**config.mk**
```make
export PLATFORM = sky130hd
export DESIGN_NAME = quartet_helicity_decoder_core
export DESIGN_NICKNAME = d
export VERILOG_FILES = /design/src/rtl/qhd_pkg.sv /design/src/rtl/quartet_helicity_decoder_core.sv
export SDC_FILE = /design/constraint.sdc
export NUM_CORES = 1
export LEC_CHECK = 0
export ABC_AREA = 1
export BUFFER_PORTS_ARGS = -buffer_cell sky130_fd_sc_hd__buf_2
export CAP_MARGIN = 20
export CORE_UTILIZATION = 55
export CTS_CLUSTER_SIZE = 20
export DETAILED_ROUTE_END_ITERATION = 10
export PLACE_DENSITY = 0.72
export SLEW_MARGIN = 0
export SYNTH_ARGS = -nofsm -noshare
export SYNTH_HDL_FRONTEND = slang
export SYNTH_SLANG_ARGS = --single-unit
```
**constraint.sdc**
```tcl
create_clock -name clk -period 5.05 [get_ports clk]
set_input_delay 1.01 -clock clk [delete_from_list [all_inputs] [get_ports clk]]
set_output_delay 1.01 -clock clk [all_outputs]
set_load 0.005 [all_outputs]
```
**src/rtl/qhd_pkg.sv**
```systemverilog
`timescale 1ns / 1ps

package qhd_pkg;

  localparam int SEED_W = 30;
  localparam logic [4:0] SEED_BITS = 5'd30;

  localparam int TAP_A = 6;
  localparam int TAP_B = 27;
  localparam int TAP_C = 28;
  localparam int TAP_D = 29;

  localparam logic [3:0] MARK_PROBLEM_LIMIT = 4'd10;
  localparam logic [3:0] MARK_PROBLEM_MAX = 4'd15;
  localparam logic [7:0] RC_MAX = 8'd255;
  localparam logic [7:0] RC_WRAP = 8'd252;
  localparam logic [7:0] RC_RESET = 8'd1;
  localparam logic [7:0] RC_SEARCH = 8'd2;
  localparam logic [6:0] DELAY_RESET = 7'd8;

  typedef logic signed [1:0] hel_t;
  typedef logic [SEED_W-1:0] seed_t;

  localparam hel_t HEL_UNK = 2'sb00;
  localparam hel_t HEL_PLUS = 2'sb01;
  localparam hel_t HEL_MINUS = 2'sb11;

  function automatic seed_t lfsr_step(input seed_t s);
    logic nb;
    nb = s[TAP_A] ^ s[TAP_B] ^ s[TAP_C] ^ s[TAP_D];
    return {s[SEED_W-2:0], nb};
  endfunction

  function automatic hel_t seed_hel(input seed_t s);
    return s[0] ? HEL_PLUS : HEL_MINUS;
  endfunction

  function automatic hel_t hel_neg(input hel_t h);
    return hel_t'(~h + 2'sb01);
  endfunction

  function automatic hel_t by_phase(input hel_t start, input logic [1:0] phase);
    return (phase == 2'd0 || phase == 2'd3) ? start : hel_neg(start);
  endfunction

endpackage

```
**src/rtl/quartet_helicity_decoder_core.sv**
```systemverilog
`timescale 1ns / 1ps

// channel | direction | handshake           | payload
// in      | input     | in_valid/in_ready   | plus_bit minus_bit blanking quartet_mark window_start
// out     | output    | out_valid/out_ready | actual_helicity predicted_helicity reported_helicity
//         |           |                     | quartet_phase seed_locked
// cfg     | input     | cfg_wr_en           | cfg_wr_data (delay_cycles)
//
// an ordinary event is decoded in the accept cycle; its result sits in the output
// register and the next event is taken once that register empties or is read the same cycle.
// the event that completes the seed also runs the lfsr stepper on the actual seed:
// the block stays busy after it, stepping that seed ahead by delay_cycles/4 quartets.
// rst is synchronous and brings delay_cycles to 8 with no seed and no quartet phase.
// a stalled output holds its transaction and blocks input acceptance.
module quartet_helicity_decoder_core (
  input  logic                clk,
  input  logic                rst,
  input  logic                in_valid,
  output logic                in_ready,
  input  logic                plus_bit,
  input  logic                minus_bit,
  input  logic                blanking,
  input  logic                quartet_mark,
  input  logic                window_start,
  output logic                out_valid,
  input  logic                out_ready,
  output qhd_pkg::hel_t       actual_helicity,
  output qhd_pkg::hel_t       predicted_helicity,
  output qhd_pkg::hel_t       reported_helicity,
  output logic [1:0]          quartet_phase,
  output logic                seed_locked,
  input  logic                cfg_wr_en,
  input  logic [6:0]          cfg_wr_data
);
  import qhd_pkg::*;

  typedef enum logic [1:0] {
    S_IDLE = 2'b01,
    S_STEP = 2'b10
  } state_t;

  state_t     state;
  logic [4:0] step_count;
  logic [6:0] delay_cycles;

  seed_t      reported_seed, reported_seed_next;
  seed_t      actual_seed, actual_seed_next;
  logic [4:0] seed_bit_count, seed_bit_count_next;
  logic [7:0] relative_cycle, relative_cycle_next;
  hel_t       window_history [4];
  hel_t       window_history_next [4];
  logic       have_quartet_mark, have_quartet_mark_next;
  logic       phase_found, phase_found_next;
  logic [3:0] mark_problem_count, mark_problem_count_next;
  hel_t       start_actual, start_actual_next;
  hel_t       start_predicted, start_predicted_next;
  logic       quartet_advanced, quartet_advanced_next;

  hel_t       rep, act, pred, a_hel, p_hel;
  logic [7:0] rc_inc;
  logic [1:0] phase, phase2;
  logic [3:0] mpc_bump;
  logic [4:0] count_inc;
  logic       pattern_ok, one_bit, lock_start;
  seed_t      seed_base, seed_shift;
  seed_t      actual_step, reported_step;
  logic       accept;

  assign accept = in_valid && in_ready;
  assign in_ready = (state == S_IDLE) && (!out_valid || out_ready);

  // shared lfsr stepper on the actual seed, used per quartet and during lock stepping
  assign actual_step = lfsr_step(actual_seed);
  assign reported_step = lfsr_step(reported_seed);

  always_comb begin
    reported_seed_next = reported_seed;
    actual_seed_next = actual_seed;
    seed_bit_count_next = seed_bit_count;
    relative_cycle_next = relative_cycle;
    for (int i = 0; i < 4; i++) window_history_next[i] = window_history[i];
    have_quartet_mark_next = have_quartet_mark;
    phase_found_next = phase_found;
    mark_problem_count_next = mark_problem_count;
    start_actual_next = start_actual;
    start_predicted_next = start_predicted;
    quartet_advanced_next = quartet_advanced;
    act = HEL_UNK;
    pred = HEL_UNK;
    lock_start = 1'b0;
    a_hel = HEL_UNK;
    p_hel = HEL_UNK;
    one_bit = 1'b0;
    seed_base = '0;
    seed_shift = '0;
    count_inc = '0;
    phase2 = relative_cycle[1:0];

    rep = plus_bit ? (minus_bit ? HEL_UNK : HEL_PLUS) : (minus_bit ? HEL_MINUS : HEL_UNK);
    rc_inc = (relative_cycle == RC_MAX) ? RC_WRAP : relative_cycle + 8'd1;
    phase = rc_inc[1:0];
    mpc_bump = (mark_problem_count == MARK_PROBLEM_MAX) ? MARK_PROBLEM_MAX
                                                        : mark_problem_count + 4'd1;
    // +--+ or -++- over the four newest windows
    pattern_ok = (rep == window_history[2]) && (window_history[0] == window_history[1]) &&
                 (rep != HEL_UNK) && (window_history[0] != HEL_UNK) &&
                 (rep != window_history[0]);

    if (delay_cycles == 7'd0) begin
      act = blanking ? HEL_UNK : rep;
    end else if (blanking) begin
      act = HEL_UNK;
    end else if (window_start) begin
      window_history_next[0] = rep;
      window_history_next[1] = window_history[0];
      window_history_next[2] = window_history[1];
      window_history_next[3] = window_history[2];
      relative_cycle_next = rc_inc;

      if (quartet_mark) begin
        quartet_advanced_next = (phase == 2'd0);
        if (have_quartet_mark) begin
          if (phase != 2'd0) begin
            mark_problem_count_next = mpc_bump;
            if (mpc_bump > MARK_PROBLEM_LIMIT) begin
              have_quartet_mark_next = 1'b0;
              phase_found_next = 1'b0;
              mark_problem_count_next = '0;
            end
          end else begin
            mark_problem_count_next = '0;
          end
        end
        if (!have_quartet_mark_next) begin
          have_quartet_mark_next = 1'b1;
          phase_found_next = 1'b1;
          relative_cycle_next = '0;
          quartet_advanced_next = 1'b1;
          seed_bit_count_next = '0;
          mark_problem_count_next = '0;
        end
      end else if (have_quartet_mark) begin
        quartet_advanced_next = (phase == 2'd0);
        if (phase == 2'd0) begin
          mark_problem_count_next = mpc_bump;
          if (mpc_bump > MARK_PROBLEM_LIMIT) begin
            have_quartet_mark_next = 1'b0;
            seed_bit_count_next = '0;
            quartet_advanced_next = 1'b0;
          end
        end
      end else if (phase == 2'd3) begin
        if (pattern_ok) begin
          if (!phase_found) begin
            quartet_advanced_next = 1'b1;
            phase_found_next = 1'b1;
          end
        end else begin
          relative_cycle_next = RC_SEARCH;
          phase_found_next = 1'b0;
          seed_bit_count_next = '0;
        end
      end else begin
        quartet_advanced_next = (phase == 2'd0);
      end

      phase2 = relative_cycle_next[1:0];
      if (phase_found_next) begin
        if (seed_bit_count_next < SEED_BITS) begin
          if (quartet_advanced_next) begin
            one_bit = (rep == HEL_PLUS && (phase2 == 2'd0 || phase2 == 2'd3)) ||
                      (rep == HEL_MINUS && (phase2 == 2'd1 || phase2 == 2'd2));
            seed_base = (seed_bit_count_next == 5'd0) ? '0 : reported_seed;
            seed_shift = {seed_base[SEED_W-2:0], one_bit};
            count_inc = seed_bit_count_next + 5'd1;
            if (rep == HEL_UNK) begin
              seed_bit_count_next = '0;
              reported_seed_next = '0;
            end else begin
              seed_bit_count_next = count_inc;
              reported_seed_next = seed_shift;
              if (count_inc == SEED_BITS) begin
                actual_seed_next = seed_shift;
                start_predicted_next = seed_hel(seed_shift);
                lock_start = 1'b1;
              end
            end
          end
        end else if (phase2 == 2'd0) begin
          reported_seed_next = reported_step;
          actual_seed_next = actual_step;
          a_hel = seed_hel(actual_step);
          p_hel = seed_hel(reported_step);
          if (rep != p_hel) begin
            seed_bit_count_next = '0;
            a_hel = HEL_UNK;
            p_hel = HEL_UNK;
          end
          start_actual_next = a_hel;
          start_predicted_next = p_hel;
          act = by_phase(a_hel, phase2);
          pred = by_phase(p_hel, phase2);
        end else begin
          act = by_phase(start_actual, phase2);
          pred = by_phase(start_predicted, phase2);
        end
      end
    end else if (seed_bit_count >= SEED_BITS) begin
      act = by_phase(seed_hel(actual_seed), relative_cycle[1:0]);
      pred = by_phase(seed_hel(reported_seed), relative_cycle[1:0]);
    end
  end

  always_ff @(posedge clk) begin
    if (rst) begin
      state <= S_IDLE;
      step_count <= '0;
      delay_cycles <= DELAY_RESET;
      reported_seed <= '0;
      actual_seed <= '0;
      seed_bit_count <= '0;
      relative_cycle <= RC_RESET;
      for (int i = 0; i < 4; i++) window_history[i] <= HEL_UNK;
      have_quartet_mark <= 1'b0;
      phase_found <= 1'b0;
      mark_problem_count <= '0;
      start_actual <= HEL_UNK;
      start_predicted <= HEL_UNK;
      quartet_advanced <= 1'b0;
      out_valid <= 1'b0;
    end else begin
      if (cfg_wr_en) begin
        delay_cycles <= cfg_wr_data;
      end
      if (accept) begin
        out_valid <= 1'b1;
      end else if (out_ready) begin
        out_valid <= 1'b0;
      end
      unique case (state)
        S_IDLE: begin
          if (accept) begin
            reported_seed <= reported_seed_next;
            actual_seed <= actual_seed_next;
            seed_bit_count <= seed_bit_count_next;
            relative_cycle <= relative_cycle_next;
            for (int i = 0; i < 4; i++) window_history[i] <= window_history_next[i];
            have_quartet_mark <= have_quartet_mark_next;
            phase_found <= phase_found_next;
            mark_problem_count <= mark_problem_count_next;
            start_actual <= start_actual_next;
            start_predicted <= start_predicted_next;
            quartet_advanced <= quartet_advanced_next;
            if (lock_start) begin
              step_count <= delay_cycles[6:2];
              state <= S_STEP;
            end
          end
        end
        S_STEP: begin
          // run the actual seed ahead by delay/4 quartets
          if (step_count == 5'd0) begin
            start_actual <= seed_hel(actual_seed);
            state <= S_IDLE;
          end else begin
            actual_seed <= actual_step;
            step_count <= step_count - 5'd1;
          end
        end
        default: begin
          state <= S_IDLE;
        end
      endcase
    end
  end

  always_ff @(posedge clk) begin
    if (accept) begin
      actual_helicity <= act;
      predicted_helicity <= pred;
      reported_helicity <= rep;
      quartet_phase <= relative_cycle_next[1:0];
      seed_locked <= (seed_bit_count_next >= SEED_BITS);
    end
  end

endmodule

```
==> flow_summary.toml, run 1 <==
[outcome]
status = "finished, final reports clean"

[synth]
syn_avg_cell_area_um2 = 6.73
syn_nets = 964
ys_seq_area_frac = 0.386
synth_edf_count = 15
async_flop_share = 0
synth_top_area_cell = "dfxtp_1"
yosys_warnings = 0
synthTopCellsByArea = "dfxtp_1, nand2_1, edfxtp_1"
synthFlopType = "dfxtp_1"
synth_cell_types = 39
synth.top_cell.area_share = 0.315
syn_area_mm2 = 0.00630
syn_inst = 936
ys_ff_latch = 114

[die]
die-area_mm2 = 0.0119
fp.dieH_um = 109
row_count = 38
die_w_um = 109
start_util = 0.573
ioPinCount = 28
core_mm2 = 0.0110

[detailed_routing]
avgRoutedWirePerCell_um = 13.3
vias = 5843
drt-total-wl_mm = 14.6
drc = 0
via_per_inst = 5.33
dr.first_iter.drc_count = 455
route.antenna.remaining_nets = 0
drt_pass1_iterations = 5

[global_routing]
antenna_found_initial = 0
grt_pass1_vias = 5277
track_usage = 0.267
grt_start_max_net_pins = 65
grt_pass1_wl_mm = 24.8
overflow = 0

[cts]
clock_path_buffers = 2
worstSkewPairLatency_ps = 420
post_cts_buffers = 0
cts.sinks = 114
cts_buffers = 17
root_buffer = "clkbuf_16"
cts_tree = "yes"
cts_resized = 0
cts_hold_buf = 0
clkTransAtPathRegs_ps = 50
htreeDepth = 4

[worst_setup_path]
r2r_end = "seed_locked"
cp.arrival_ps = 4090
endpoint = "actual_seed[10]"
endpoint_kind = "flip-flop"
crit_buf_inv = 6
path_delay_family = "simple AND/OR/NAND/NOR gates"
critPathLaunchType = "input pin"
crit_start = "plus_bit"
worstPathRequired_ps = 5360
crit_fanout = 32
crit_top_cell = "nand2_1"
reg2regPathDepth = 18
crit_chain = "buf_2, inv_1, ha_1, inv_2, nand3_1, nor2_1, nand2_1, nand2_1, nand2_2, nand2_4, nand3_1, inv_1, ha_1, inv_1, nor2_1, nand3_1, inv_1, nor2_1, nand2_1, nand2_2, nand2_2, nand2_1, nand2_1, nor2_1"
r2r-start = "relative_cycle[0]"
path_class = "input pin to flip-flop"
rrSetupSlack_ps = 1640
cpMaxStageDelayCell = "nand2_2"
cp.depth = 24
cpPeakStageDelay_ps = 470

[power_and_ir_drop]
finalPower_mw = 2.32
power.density_mw_per_mm2 = 333
vdd_drop_max_uv = 241
leakage_nw = 3.32

[cells_and_area]
fillers = 1005
area_delta_synth_final_pct = 10.6
nets = 973
utilization = 0.634
multi_input_area_mm2 = 0.00320
num_antenna_cells = 0
regArea_mm2 = 0.00243
drive_gt1_frac = 0.0993
final_cells = 1097
stdcell_area_mm2 = 0.00697

[timing]
maxSlewHeadroom = 0.465
slew_violations = 0
timing.fmax_ghz = 0.265
worst_clock_skew_ps = 7.16
worst_pin_slew_ps = 801
timing.hold.ws_ps = 473
setup_viol = 0
min_period_ps = 3780
hold_viol = 0
finalCritPeriodShare = 0.749
rsz0062_at_grt = "false"
fin_setup_tns_ps = 0
timing.final.ws_setup_ps = 1270

[min_path]
min_path_type = "flip-flop to flip-flop"

[place]
place_area_mm2 = 0.00640
post-place-ws_ps = 865
routabilityCongestion = 0.918
placed_cells = 1066
portBuffers = 27
place_hpwl_mm = 9.40

[job]
maxCapViolations = 0
-- power breakdown --
part	total (mW)	internal, mW	switching (mW)
Clock	1.16	0.759	0.399
Combinational	0.205	0.0573	0.148
Sequential	0.956	0.942	0.0141
-- registers in the layout, summed over array words and instances, names as in the netlist, 2 cells and up --
register	count
seed_bit_count	5
delay_cycles	7
actual_seed	30
step_count	5
quartet_phase	2
actual_helicity	2
relative_cycle	8
start_actual	2
mark_problem_count	4
state	2
start_predicted	2
predicted_helicity	2
window_history	6
reported_seed	30
reported_helicity	2
-- cells by family after synthesis --
group / after synthesis / synth area share
and+or+nand+nor: 467 / 0.315
AOI/OAI and AO/OA: 177 / 0.152
buffers and inverters: 153 / 0.106
DFF: 114 / 0.386
xor gates and xnor gates: 12 / 0.0167
adders and majority gates: 11 / 0.0219
muxes: 2 / 0.00318
-- worst register-to-register path: cells and delay by family, from the launching register on --
family	cells	cell delay [ps]
adders and majority gates	2	770
buffers and inverters	3	260
and+or+nand+nor	13	1790
DFF	1	350
-- cells in the final DEF, fill, tap and decap left out, types with 4 or more instances in the layout --
cell | Yosys | routed
a21oi_1 | 75 | 75
nand4_1 | 22 | 22
xor2_1 | 6 | 6
ha_1 | 11 | 11
inv_2 | 10 | 11
edfxtp_1 | 15 | 15
buf_2 | 7 | 27
buf_4 | 9 | 6
o22ai_1 | 8 | 8
o21ai_1 | 13 | 13
o21ai_0 | 65 | 65
nor3_1 | 7 | 7
clkbuf_16 | 0 | 17
inv_1 | 98 | 97
dfxtp_1 | 99 | 99
nand2_2 | 10 | 10
nand2_1 | 239 | 239
nand3_1 | 64 | 64
nor2_1 | 110 | 110
a211oi_1 | 4 | 4
xnor2_1 | 6 | 6
clkbuf_1 | 20 | 6
-- cell usage after synthesis (9+ instances only) --
cell and instances:
o21ai_0 65, inv_2 10, edfxtp_1 15, dfxtp_1 99
buf_4 9, clkbuf_1 20, nand2_1 239, inv_1 98
nor2_1 110, nand4_1 22, o21ai_1 13, nand2_2 10
nand3_1 64, ha_1 11, a21oi_1 75
-- worst min path at each step --
stage | startpoint | end | depth (start not counted)
after floorplan | start_predicted[0] | start_predicted[0] | 2
after global placement | actual_seed[22] | actual_seed[22] | 2
after detailed placement | actual_seed[11] | actual_seed[11] | 2
after CTS | actual_seed[11] | actual_seed[11] | 2
after global routing | start_actual[0] | start_actual[0] | 2
final | actual_seed[11] | actual_seed[11] | 2
-- final cells by class --
cell class,instances,share of cell area
flip-flops and latches,114,0.349
well taps,140,0.0251
repair buffers,33,0.0259
clock buffers,26,0.0702
clock inverters,5,0.0111
inverters,110,0.0593
multi-input cells,669,0.459
-- routing by layer --
layer / GRT usage / up-vias / part of all wire
met5: 0 / - / 0
met4: 0.103 / 0 / 0.019
met3: 0.0598 / 26 / 0.051
met2: 0.397 / 166 / 0.43
met1: 0.374 / 2600 / 0.50
li1: - / 3051 / -
(Power assumes the default switching activity.)
==> inputs of run 2 (changes only) <==
- ABC_AREA: 1 -> 0
- PLACE_DENSITY: 0.72 -> 0.73
- clock period: 5.05 -> 3.5 ns (I/O delays scaled with it)
==> flow_summary.toml, run 2 <==
[outcome]
status = "finished, final reports clean"

[timing]
worst_clock_skew_ps = 6.12
hold_viol = 0
setup_viol = 0
worst_pin_slew_ps = 853
maxSlewHeadroom = 0.431
timing.final.ws_setup_ps = 152
slew_violations = 0
timing.fmax_ghz = 0.299
min_period_ps = 3350
fin_setup_tns_ps = 0
rsz0062_at_grt = "false"
finalCritPeriodShare = 0.957

[min_path]
worst_hold_path.num_cells = 2
holdPathEnd = "delay_cycles[3]"
hp-start = "cfg_wr_data[3]"
min_path_type = "input pin to flip-flop"

[global_routing]
track_usage = 0.276
antenna_found_initial = 0
grt_pass1_wl_mm = 24.0
grt_start_max_net_pins = 77
overflow = 0
grt_pass1_vias = 4902

[cts]
clkTransAtPathRegs_ps = 60
worstSkewPairLatency_ps = 540
cts_buffers = 17
htreeDepth = 4
cts_tree = "yes"
root_buffer = "clkbuf_8"
cts.sinks = 114
clock_path_buffers = 2

[cells_and_area]
drive_gt1_frac = 0.220
nets = 743
num_antenna_cells = 0
reg_top3 = "actual_seed: 30 flops, reported_seed: 30 flops, relative_cycle: 8 flops"
final_common_cell = "nor2_1"
final_cells = 864
final_cell_mix = "nor2_1, dfxtp_1, a22oi_1"
area_delta_synth_final_pct = 22.3

[synth]
async_flop_share = 0
syn_avg_cell_area_um2 = 8.91
ys_seq_area_frac = 0.416
synth.most_common_cell = "nor2_1"
synthTopCellsByArea = "dfxtp_1, a22oi_1, edfxtp_1"
synth_top_area_cell = "dfxtp_1"
syn_nets = 684
synth.top_cell.area_share = 0.339
yosys_warnings = 0
syn_inst = 656
syn_area_mm2 = 0.00584
synth_common_cells = "nor2_1, dfxtp_1, a22oi_1"
synthFlopType = "dfxtp_1"
synth_edf_count = 15
synth_cell_types = 72
ys_ff_latch = 114

[detailed_routing]
avgRoutedWirePerCell_um = 17.0
vias = 5279
drt_pass1_iterations = 8
route.antenna.remaining_nets = 0
drc = 0
dr.first_iter.drc_count = 431
drt-total-wl_mm = 14.7
via_per_inst = 6.11

[place]
routabilityCongestion = 0.969
placed_cells = 830
place_hpwl_mm = 9.56
post-place-ws_ps = -257
portBuffers = 27

[die]
row_count = 37
die-area_mm2 = 0.0110
fp.dieH_um = 105
ioPinCount = 28
start_util = 0.566
core_mm2 = 0.0103
die_w_um = 105

[worst_setup_path]
crit_fanout = 6
r2r_end = "seed_bit_count[4]"
worstPathRequired_ps = 3970
r2r-start = "relative_cycle[1]"
reg2regPathDepth = 15
endpoint_kind = "flip-flop"
path_class = "flip-flop to flip-flop"
cp.arrival_ps = 3810
rrSetupSlack_ps = 150
critPathLaunchType = "flip-flop"

[power_and_ir_drop]
power.density_mw_per_mm2 = 471
leakage_nw = 2.65
vdd_drop_max_uv = 559

[job]
maxCapViolations = 0
run 2: cell types whose count changed in the layout (fill, tap and decap cells not counted), moves of 43 or more:
cell / delta
nand3_1: -56
nand2_1: -215
a21oi_1: -49
buf_4: +43
inv_1: -72
a22oi_1: +60
run 2: worst max-delay path by stage:
stage | start | to | slack, ps | cells after the start
5_1_grt | mark_problem_count[1] | actual_seed[3] | 3 | 15
4_1_cts | mark_problem_count[1] | actual_seed[8] | 20 | 15
6_report | relative_cycle[1] | seed_bit_count[4] | 150 | 15
3_5_place_dp | plus_bit | seed_locked | -260 | 16
3_3_place_gp | plus_bit | seed_locked | -330 | 16
2_1_floorplan | plus_bit | seed_locked | 10 | 15
run 2: power breakdown:
part           total [mW]  internal (mW)  switching (mW)  leakage [nW]
clock                1.76           1.16           0.600         0.305
combinational       0.246         0.0928           0.153          1.40
sequential           1.36           1.35          0.0142         0.951
total                3.37           2.60           0.768          2.65
run 2: kinds of logic after synthesis:
| family | after synthesis | share of synthesized area |
|---|---|---|
| flip-flops | 114 | 0.416 |
| buffers and inverters | 70 | 0.0516 |
| AND/OR/NAND/NOR | 214 | 0.178 |
| AO/OA/AOI/OAI | 217 | 0.281 |
| XOR/XNOR | 17 | 0.0278 |
| adder cells (fa/ha/maj) | 11 | 0.0236 |
| multiplexers | 13 | 0.0223 |
run 2: per-layer routing:
metal	up-vias	wire length [um]	global-route usage
met3	22	880	0.0774
li1	2553	-	-
met5	-	0	0
met1	2535	6670	0.363
met4	0	195	0.0845
met2	169	6960	0.438
run 2: cell type report:
class / instances / area, um2
clock buffer: 26 / 562
clock inverter: 6 / 60.1
fill: 794 / 3180
inverter: 28 / 105
multi-input combinational: 472 / 3200
sequential: 114 / 2430
tap: 136 / 170
timing repair buffer: 82 / 619
run 2: timing repair:
action	CTS	global route
setup endpoints to repair	0	38
setup buffers	0	1
resized for setup	0	10
endpoints found under the hold margin	0	0
hold buffers	0	0
run 2: worst max-delay path: stages (launching register included):
cell      delay, ps
dfxtp_1         400
ha_1            290
a21oi_1         150
a311o_1         360
a31oi_2         290
nor2_4           80
nand2_2          80
inv_2            50
ha_4            160
buf_4           130
and3_1          210
o311ai_0        130
o22ai_1         140
or3b_1          400
or2_2           290
a21oi_1         120
run 2: through the flow:
step / hold slack [ps] / util / instance area [um2] / power [mW]
global placement: 470 / 0.625 / 6450 / 1.62
finish: 376 / 0.692 / 7150 / 3.37
floorplan: 453 / - / 5910 / 1.53
global route: 401 / 0.692 / 7150 / 3.46
detailed placement: 471 / 0.625 / 6450 / 1.63
CTS: 361 / 0.685 / 7070 / 3.38
==> inputs of run 3 (changes only) <==
- CORE_UTILIZATION: 55 -> 61
- PLACE_DENSITY: 0.73 -> 0.79
- SLEW_MARGIN: 0 -> 20
==> flow_summary.toml, run 3 (same netlist as run 2, synthesis figures left out) <==
[power_and_ir_drop]
finalPower_mw = 3.27
leakage_nw = 2.63
vdd_drop_max_uv = 421
power.density_mw_per_mm2 = 461

[cells_and_area]
final_common_cell = "nor2_1"
drive_gt1_frac = 0.225
num_antenna_cells = 0
fillers = 614
final_cell_mix = "nor2_1, dfxtp_1, a22oi_1"
nets = 745
utilization = 0.767
area_delta_synth_final_pct = 21.3
reg_top3 = "actual_seed: 30 flops, reported_seed: 30 flops, relative_cycle: 8 flops"
final_cells = 859

[global_routing]
antenna_found_initial = 0
overflow = 0
grt_start_max_net_pins = 75
grt_pass1_vias = 5084
grt_pass1_wl_mm = 24.9
track_usage = 0.316

[die]
die_w_um = 99.9
ioPinCount = 28
core_mm2 = 0.00924
start_util = 0.632
fp.dieH_um = 99.9
die-area_mm2 = 0.00997
row_count = 35

[detailed_routing]
avgRoutedWirePerCell_um = 18.1
route.antenna.remaining_nets = 0
vias = 5457
dr.first_iter.drc_count = 521
via_per_inst = 6.35
drt-total-wl_mm = 15.6
drc = 0
drt_pass1_iterations = 5

[worst_setup_path]
cpMaxStageDelayCell = "nor4_1"
critPathLaunchType = "flip-flop"
cp.arrival_ps = 3930
crit_fanout = 22
crit_chain = "ha_1, nand4b_1, nand2b_4, a211o_1, a21oi_1, or3_4, ha_4, inv_2, nor4_1, buf_4, o21ai_2, o21ai_4, buf_12, nor2_1, a211oi_1"
path_class = "flip-flop to flip-flop"
worstPathRequired_ps = 3900
endpoint_kind = "flip-flop"
cpPeakStageDelay_ps = 330
path_delay_family = "compound AO/OA/AOI/OAI gates"
crit_buf_inv = 3

[cts]
cts.sinks = 114
root_buffer = "clkbuf_8"
cts_buffers = 17
htreeDepth = 4
cts_hold_buf = 0
cts_tree = "yes"
worstSkewPairLatency_ps = 520
post_cts_buffers = 0
clock_path_buffers = 2
cts_resized = 0
clkTransAtPathRegs_ps = 60

[place]
place_hpwl_mm = 9.83
routabilityCongestion = 0.914
placed_cells = 826
portBuffers = 27
post-place-ws_ps = -352

[outcome]
status = "finished with violations"
violations = "setup timing"

[timing]
slew_violations = 0
hold_viol = 0
rsz0062_at_grt = "true"
maxSlewHeadroom = 0.463
worst_clock_skew_ps = 12.5
timing.fmax_ghz = 0.283
setup_viol = 1
worst_pin_slew_ps = 806
finalCritPeriodShare = 1.01
min_period_ps = 3540
timing.final.ws_setup_ps = -36.3

[job]
maxCapViolations = 0

[min_path]
min_path_type = "input pin to flip-flop"
## run 3: cell count changes in the layout (fill, tap and decap cells not counted), sizes merged
cell	change
inv	+9
clkbuf	-9
clkinvlp	-2
clkinv	+2
buf	+2
## run 3: final cells by class
class	instances	area [um2]	area share
clock buffer	17	414	0.0584
clock inverter	15	145	0.0205
inverter	28	105	0.0148
multi-input combinational	472	3210	0.452
sequential	114	2430	0.343
tap	129	161	0.0228
timing repair buffer	84	622	0.0878
## run 3: power breakdown
part | leakage, nW | internal, mW | total, mW | switching (mW)
Combinational | 1.40 | 0.0968 | 0.253 | 0.156
Clock | 0.281 | 0.962 | 1.65 | 0.691
Sequential | 0.951 | 1.35 | 1.36 | 0.0135
Total | 2.63 | 2.41 | 3.27 | 0.861
## run 3: per-layer routing
layer,vias to the layer above,routed length (um),GRT usage
li1,2556,-,-
met1,2603,6670,0.413
met2,254,7460,0.515
met3,44,992,0.0641
met4,0,445,0.126
met5,-,0,0
## run 3: final timing paths
path,start,to,slack [ps],cells after the start
worst min register to register,delay_cycles[1],delay_cycles[1],490,2
worst max-delay path,mark_problem_count[0],actual_seed[5],-40,15
worst max register to register,mark_problem_count[0],actual_seed[5],-40,15
worst min-delay path,cfg_wr_data[3],delay_cycles[3],390,2
## run 3: per-stage QoR
step                      instance area (um2)  setup TNS [ps]  hold slack (ps)
final                                    7090           -36.3              385
after CTS                                7010               0              383
after detailed placement                 6450          -14930              478
after global placement                   6450           -3700              466
after global routing                     7090           -84.0              374
after floorplan                          5910               0              453
